### config.mk
export PLATFORM = sky130hd
export DESIGN_NAME = pfla_exec
export DESIGN_NICKNAME = d
export VERILOG_FILES = /design/src/design/pfla_pkg.sv /design/src/design/pfla_exec.sv
export SDC_FILE = /design/constraint.sdc
export NUM_CORES = 1
export LEC_CHECK = 0
export ABC_AREA = 0
export BUFFER_PORTS_ARGS = -buffer_cell sky130_fd_sc_hd__buf_2
export CORE_MARGIN = 4
export CORE_UTILIZATION = 50
export DETAILED_ROUTE_END_ITERATION = 10
export PLACE_DENSITY = 0.72
export SYNTH_ARGS = -nofsm -noshare
export SYNTH_HDL_FRONTEND = slang
export SYNTH_SLANG_ARGS = --single-unit
### constraint.sdc
create_clock -name i_clk -period 13.65 [get_ports i_clk]
set_input_delay 2.73 -clock i_clk [delete_from_list [all_inputs] [get_ports i_clk]]
set_output_delay 2.73 -clock i_clk [all_outputs]
set_load 0.01 [all_outputs]
### src/design/pfla_pkg.sv
// Shared constants, codes and types of the LIFO page allocator.
// Used by pfla_stack, pfla_exec and page_free_list_allocator_core.
package pfla_pkg;

    // Fixed field widths of the block's item and register formats.
    localparam int ADDR_W   = 40;
    localparam int OP_W     = 2;
    localparam int STATUS_W = 3;
    localparam int COUNT_W  = 16;
    localparam int CFG_IDX_W = 1;

    // Defaults of the top-level parameters.
    localparam int DEF_PAGE_SHIFT = 12;
    localparam int DEF_MAX_PAGES  = 32768;

    // Register reset values.
    localparam logic [ADDR_W-1:0] RST_POOL_START = 40'h00_8000_0000;
    localparam logic [ADDR_W-1:0] RST_POOL_END   = 40'h00_8800_0000;

    // Configuration register indexes.
    localparam logic [CFG_IDX_W-1:0] CFG_POOL_START = 1'b0;
    localparam logic [CFG_IDX_W-1:0] CFG_POOL_END   = 1'b1;

    // Operation codes.
    localparam logic [OP_W-1:0] OP_INIT  = 2'd0;
    localparam logic [OP_W-1:0] OP_ALLOC = 2'd1;
    localparam logic [OP_W-1:0] OP_FREE  = 2'd2;

    // Result status codes.
    localparam logic [STATUS_W-1:0] ST_OK       = 3'd0;
    localparam logic [STATUS_W-1:0] ST_EMPTY    = 3'd1;
    localparam logic [STATUS_W-1:0] ST_BAD_FREE = 3'd2;
    localparam logic [STATUS_W-1:0] ST_OVERFLOW = 3'd3;
    localparam logic [STATUS_W-1:0] ST_CLIPPED  = 3'd4;

    // Commands from the item logic to the freed-page stack.
    typedef struct packed {
        logic clear;
        logic push;
        logic pop;
    } t_stk_ctl;

endpackage

### src/design/pfla_exec.sv
// Item logic: pool registers, descending frontier and the decision for each beat.
// Depends on pfla_pkg; drives pfla_stack through a t_stk_ctl command.
module pfla_exec
    import pfla_pkg::*;
#(
    parameter int PAGE_SHIFT = DEF_PAGE_SHIFT,
    parameter int MAX_PAGES  = DEF_MAX_PAGES,
    parameter int PAGE_W     = ADDR_W - PAGE_SHIFT,
    parameter int DEPTH_W    = $clog2(MAX_PAGES + 1)
) (
    input  logic                 i_clk,
    input  logic                 i_rst_n,
    input  logic                 i_cfg_wr_en,
    input  logic [CFG_IDX_W-1:0] i_cfg_index,
    input  logic [ADDR_W-1:0]    i_cfg_wdata,
    input  logic                 i_go,
    input  logic [OP_W-1:0]      i_op,
    input  logic [ADDR_W-1:0]    i_addr,
    input  logic [DEPTH_W-1:0]   i_depth,
    input  logic [PAGE_W-1:0]    i_top,
    output t_stk_ctl             o_ctl,
    output logic [PAGE_W-1:0]    o_push_page,
    output logic [ADDR_W-1:0]    o_result_addr,
    output logic [STATUS_W-1:0]  o_status,
    output logic [COUNT_W-1:0]   o_free_count
);

    localparam int SUM_W = DEPTH_W + 1;
    localparam logic [ADDR_W:0] PAGE_MASK = (ADDR_W + 1)'((64'd1 << PAGE_SHIFT) - 64'd1);
    localparam logic [ADDR_W:0] RST_START_RND = {1'b0, RST_POOL_START} + PAGE_MASK;
    localparam logic [PAGE_W:0] RST_FIRST_PG = RST_START_RND[ADDR_W:PAGE_SHIFT];
    localparam logic [PAGE_W-1:0] RST_STOP_PG = RST_POOL_END[ADDR_W-1:PAGE_SHIFT];
    localparam logic [PAGE_W:0] MAX_CNT = (PAGE_W + 1)'(MAX_PAGES);
    localparam logic [SUM_W-1:0] MAX_SUM = SUM_W'(MAX_PAGES);
    localparam logic [SUM_W-1:0] CNT_TOP = SUM_W'((64'd1 << COUNT_W) - 64'd1);

    logic [ADDR_W-1:0]  r_pool_start;
    logic [ADDR_W-1:0]  r_pool_end;
    logic [PAGE_W:0]    r_first_pg;
    logic [PAGE_W-1:0]  r_stop_pg;
    logic [ADDR_W:0]    cfg_rnd;
    logic [PAGE_W-1:0]  r_front_pg;
    logic [PAGE_W-1:0]  n_front_pg;
    logic [DEPTH_W-1:0] r_front_left;
    logic [DEPTH_W-1:0] n_front_left;
    logic [DEPTH_W-1:0] n_depth;
    logic [PAGE_W:0]    stop_ext;
    logic [PAGE_W:0]    init_cnt;
    logic               bad_free;
    logic [SUM_W-1:0]   cnt_sum;
    logic [SUM_W-1:0]   cnt_clip;

    // Pool registers; the page bounds are derived once, at write time.
    assign cfg_rnd = {1'b0, i_cfg_wdata} + PAGE_MASK;

    always_ff @(posedge i_clk) begin
        if (!i_rst_n) begin
            r_pool_start <= RST_POOL_START;
            r_pool_end   <= RST_POOL_END;
            r_first_pg   <= RST_FIRST_PG;
            r_stop_pg    <= RST_STOP_PG;
        end else if (i_cfg_wr_en) begin
            case (i_cfg_index)
                CFG_POOL_START: begin
                    r_pool_start <= i_cfg_wdata;
                    r_first_pg   <= cfg_rnd[ADDR_W:PAGE_SHIFT];
                end
                CFG_POOL_END: begin
                    r_pool_end <= i_cfg_wdata;
                    r_stop_pg  <= i_cfg_wdata[ADDR_W-1:PAGE_SHIFT];
                end
                default: begin
                end
            endcase
        end
    end

    // Pool size and free-address checks.
    assign stop_ext = {1'b0, r_stop_pg};
    assign init_cnt = stop_ext - r_first_pg;
    assign bad_free = (|i_addr[PAGE_SHIFT-1:0]) || (i_addr < r_pool_start)
                      || (i_addr >= r_pool_end);
    assign o_push_page = i_addr[ADDR_W-1:PAGE_SHIFT];

    // Decision for the beat in the work register.
    always_comb begin
        o_ctl         = '0;
        o_result_addr = '0;
        o_status      = ST_OK;
        n_front_pg    = r_front_pg;
        n_front_left  = r_front_left;
        n_depth       = i_depth;
        case (i_op)
            OP_INIT: begin
                o_ctl.clear  = 1'b1;
                n_depth      = '0;
                n_front_pg   = '0;
                n_front_left = '0;
                if (stop_ext > r_first_pg) begin
                    n_front_pg = r_stop_pg - PAGE_W'(1);
                    if (init_cnt > MAX_CNT) begin
                        n_front_left = DEPTH_W'(MAX_PAGES);
                        o_status     = ST_CLIPPED;
                    end else begin
                        n_front_left = init_cnt[DEPTH_W-1:0];
                    end
                end
            end
            OP_ALLOC: begin
                if (i_depth != '0) begin
                    o_ctl.pop     = 1'b1;
                    n_depth       = i_depth - DEPTH_W'(1);
                    o_result_addr = {i_top, {PAGE_SHIFT{1'b0}}};
                end else if (r_front_left != '0) begin
                    o_result_addr = {r_front_pg, {PAGE_SHIFT{1'b0}}};
                    n_front_left  = r_front_left - DEPTH_W'(1);
                    if (r_front_pg != '0) begin
                        n_front_pg = r_front_pg - PAGE_W'(1);
                    end
                end else begin
                    o_status = ST_EMPTY;
                end
            end
            OP_FREE: begin
                if (bad_free) begin
                    o_status = ST_BAD_FREE;
                end else if (i_depth >= DEPTH_W'(MAX_PAGES)) begin
                    o_status = ST_OVERFLOW;
                end else begin
                    o_ctl.push = 1'b1;
                    n_depth    = i_depth + DEPTH_W'(1);
                end
            end
            default: begin
            end
        endcase
        if (!i_go) begin
            o_ctl = '0;
        end
    end

    // Free pages after the beat, saturated at the pool limit and the field width.
    assign cnt_sum = {1'b0, n_depth} + {1'b0, n_front_left};

    always_comb begin
        cnt_clip = cnt_sum;
        if (cnt_clip > MAX_SUM) begin
            cnt_clip = MAX_SUM;
        end
        if (cnt_clip > CNT_TOP) begin
            cnt_clip = CNT_TOP;
        end
    end

    assign o_free_count = COUNT_W'(cnt_clip);

    // Frontier state.
    always_ff @(posedge i_clk) begin
        if (!i_rst_n) begin
            r_front_pg   <= '0;
            r_front_left <= '0;
        end else if (i_go) begin
            r_front_pg   <= n_front_pg;
            r_front_left <= n_front_left;
        end
    end

endmodule

==> impl_metrics.toml <==
[global_routing]
track_usage_pct = 27.9
first_global_vias = 13200
antenna_found_initial = 1
grt_pass1_wl_um = 70300
grt_max_degree = 97
grt_overflow = 0

[clock_tree]
numCtsBuffers = 17
root_buffer = "clkbuf_16"
clkSlewWorstSetupHoldPaths_ns = 0.07
cts.path.max_buffers = 2
cts_resized = 0
post-cts-setup-buffers = 0
hold_buffers = 0
clk_latency_ns = 0.43
htree_num_levels = 4
clkSinkCount = 153
cts_tree = "built"

[sta]
rsz0062_at_grt = "false"
skew_ns = 0.0125
max_freq_ghz = 0.0871
timing.final.crit_share_pct = 84.1
hold_viol_final = 0
finalSetupViolations = 0
tns_ns = 0
finalCriticalPeriod_ns = 11.48
fin_hold_ws_ns = 0.456
slew_headroom_pct = 18.2
worst_pin_slew_ns = 1.22
maxSlewViolCount = 0

[routing]
wire_per_inst_um = 18.1
viasPerCell = 5.97
vias = 14500
drtAntennaViolNets = 0
drtIter0Drc = 1590
routed_wirelength_um = 44100
dr.pass1.iters = 6
drc = 0

[final_layout]
instances_no_fill = 2430
ff_latch_area_sq_um = 3060
n_antenna_cell = 0
fill_cells = 2633
layout-drive-gt1-share_pct = 14.0
fin_area_sq_um = 15400
nNetsFinal = 2306
fin_util_pct = 56.8
multi_input_comb_area_sq_um = 9580
area_growth_pct = 11.0

[yosys]
ys_ff_latch = 153
synth_edf_count = 0
async_flop_share_pct = 0
yosysTopAreaCell = "dfxtp_1"
synth_top_area_share_pct = 22.1
synth_ff_type = "dfxtp_1"
synth.most_common_cell = "nand2_1"
ys_seq_area_share_pct = 22.1
yosysWarnings = 0
netlist_top_cells_area = "dfxtp_1 22%, ha_1 12%, nand2_1 7.4%, a21oi_1 6.3%, xnor2_1 5.3%"
synthTopCellsByCount = "274 x nand2_1, 175 x a21oi_1, 156 x nor2_1, 153 x dfxtp_1, 146 x inv_1"
synth_area_sq_um = 13900
avgSynthCellArea_sq_um = 7.15
synth_cells = 1940
ys_types = 90

[power_and_ir_drop]
pwr_density_cell_nw_per_um2 = 98.4
max-vdd-ir-drop_mv = 0.0816
p_leak_uw = 0.00643

[floorplanning]
die_y_um = 175
die-width_um = 175
start_util_pct = 51.2
dieArea_sq_um = 30500
row_count = 60
core_area_sq_um = 27100
ios = 221

[place]
io_buffers = 208
place_area_sq_um = 14800
place_congestion = 0.952
dp_hpwl_um = 34000
placedCellCount = 2398

[setup_path]
cp-end-kind = "primary output"
path_class = "in -> out"
critical_path_arrival_ns = 8.75
worstPathRequired_ns = 10.92
path_max_fanout = 30
startpoint_type = "primary input"

[worst_hold_path]
hold_path.class = "reg -> reg"

[job]
cap_viol_max_count = 0

[status]
status = "finished clean"
## worst max-delay path: stages
cell	delay, ns
buf_2	0.12
ha_1	0.30
a21o_1	0.16
a21o_1	0.17
a21oi_1	0.18
nor3_1	0.07
a2111oi_0	0.45
a21o_1	0.18
o211ai_1	0.25
nor3_2	0.22
buf_4	0.33
o221ai_1	0.17
a21boi_0	0.18
ha_1	0.22
fa_1	0.40
a21o_1	0.19
a21oi_1	0.29
o21ai_0	0.15
a21oi_1	0.35
o21ai_0	0.13
a21oi_1	0.19
xnor2_1	0.09
or4_1	0.52
o31a_1	0.41
nor2b_1	0.14
buf_2	0.14
## cell usage in the layout (no fill, tap or decap), types with 15 or more instances in the layout
cell type | netlist | routed
clkbuf_16 | 0 | 17
a22o_1 | 30 | 30
nand4_1 | 45 | 45
nand3_1 | 45 | 45
nor2b_1 | 21 | 20
nor4_1 | 29 | 29
nor3_1 | 41 | 40
or3_1 | 16 | 16
dfxtp_1 | 153 | 153
a21o_1 | 35 | 35
a211oi_1 | 27 | 27
ha_1 | 128 | 128
xor2_1 | 25 | 25
buf_2 | 16 | 208
nand2_1 | 274 | 274
o211ai_1 | 15 | 15
a21oi_1 | 175 | 175
and3_1 | 17 | 17
inv_1 | 146 | 146
xnor2_1 | 84 | 84
nor2_1 | 156 | 154
a31oi_1 | 35 | 35
o21ai_0 | 99 | 99
## stage by stage
| step | total power [uW] | setup WS, ns |
|---|---|---|
| global placement | 1000 | 2.47 |
| floorplan | 864 | 3.19 |
| detailed placement | 1010 | 2.27 |
| finish | 1520 | 2.17 |
| global route | 1600 | 1.74 |
| CTS | 1510 | 2.26 |
## cell families after synthesis
group	after synthesis	share of synthesized area [%]
AO/OA/AOI/OAI	545	25.3
AND/OR/NAND/NOR	706	24.3
adder cells (fa/ha/maj)	130	11.8
other	1	0.0270
flip-flops	153	22.1
buffers and inverters	292	9.34
XOR/XNOR	109	6.88
multiplexers	4	0.307
## where the power goes
group          internal [uW]  switching [uW]  leakage, uW
clock                    294             215     0.000304
combinational            198             316      0.00487
sequential               470            23.6      0.00125
total                    961             555      0.00643
## state kept, by name, summed over array words and instances, names as in the netlist
| signal | flops |
|---|---|
| r_first_pg | 29 |
| r_pool_start | 40 |
| r_pool_end | 40 |
| r_front_left | 16 |
| r_front_pg | 28 |
## path summary, 6_finish.rpt
path,slack (ns),cells after the start,from,end
setup / recovery,2.17,26,i_addr[13],o_free_count[1]
hold / removal,0.46,2,r_pool_start[27]$_SDFFE_PN0P_,r_pool_start[27]$_SDFFE_PN0P_
setup reg to reg,9.13,13,r_pool_end[12]$_SDFFE_PN0P_,r_front_left[15]$_SDFFE_PN0P_
hold reg to reg,0.46,2,r_pool_start[27]$_SDFFE_PN0P_,r_pool_start[27]$_SDFFE_PN0P_
## routing by layer
metal / vias to the layer above / track usage [%] / wire, um
met4: 0 / 6.42 / 716
met1: 6766 / 38.8 / 19300
met2: 595 / 46.0 / 20300
met5: - / 0 / 0
met3: 62 / 4.02 / 3720
li1: 7078 / - / -
## cell type report
class,instances,share of cell area [%]
clock inverters,14,1.19
well taps,372,3.02
multi-input cells,1506,62.2
repair buffers,220,7.34
flip-flops and latches,153,19.9
inverters,147,3.59
clock buffers,18,2.79
(Power assumes the default switching activity.)
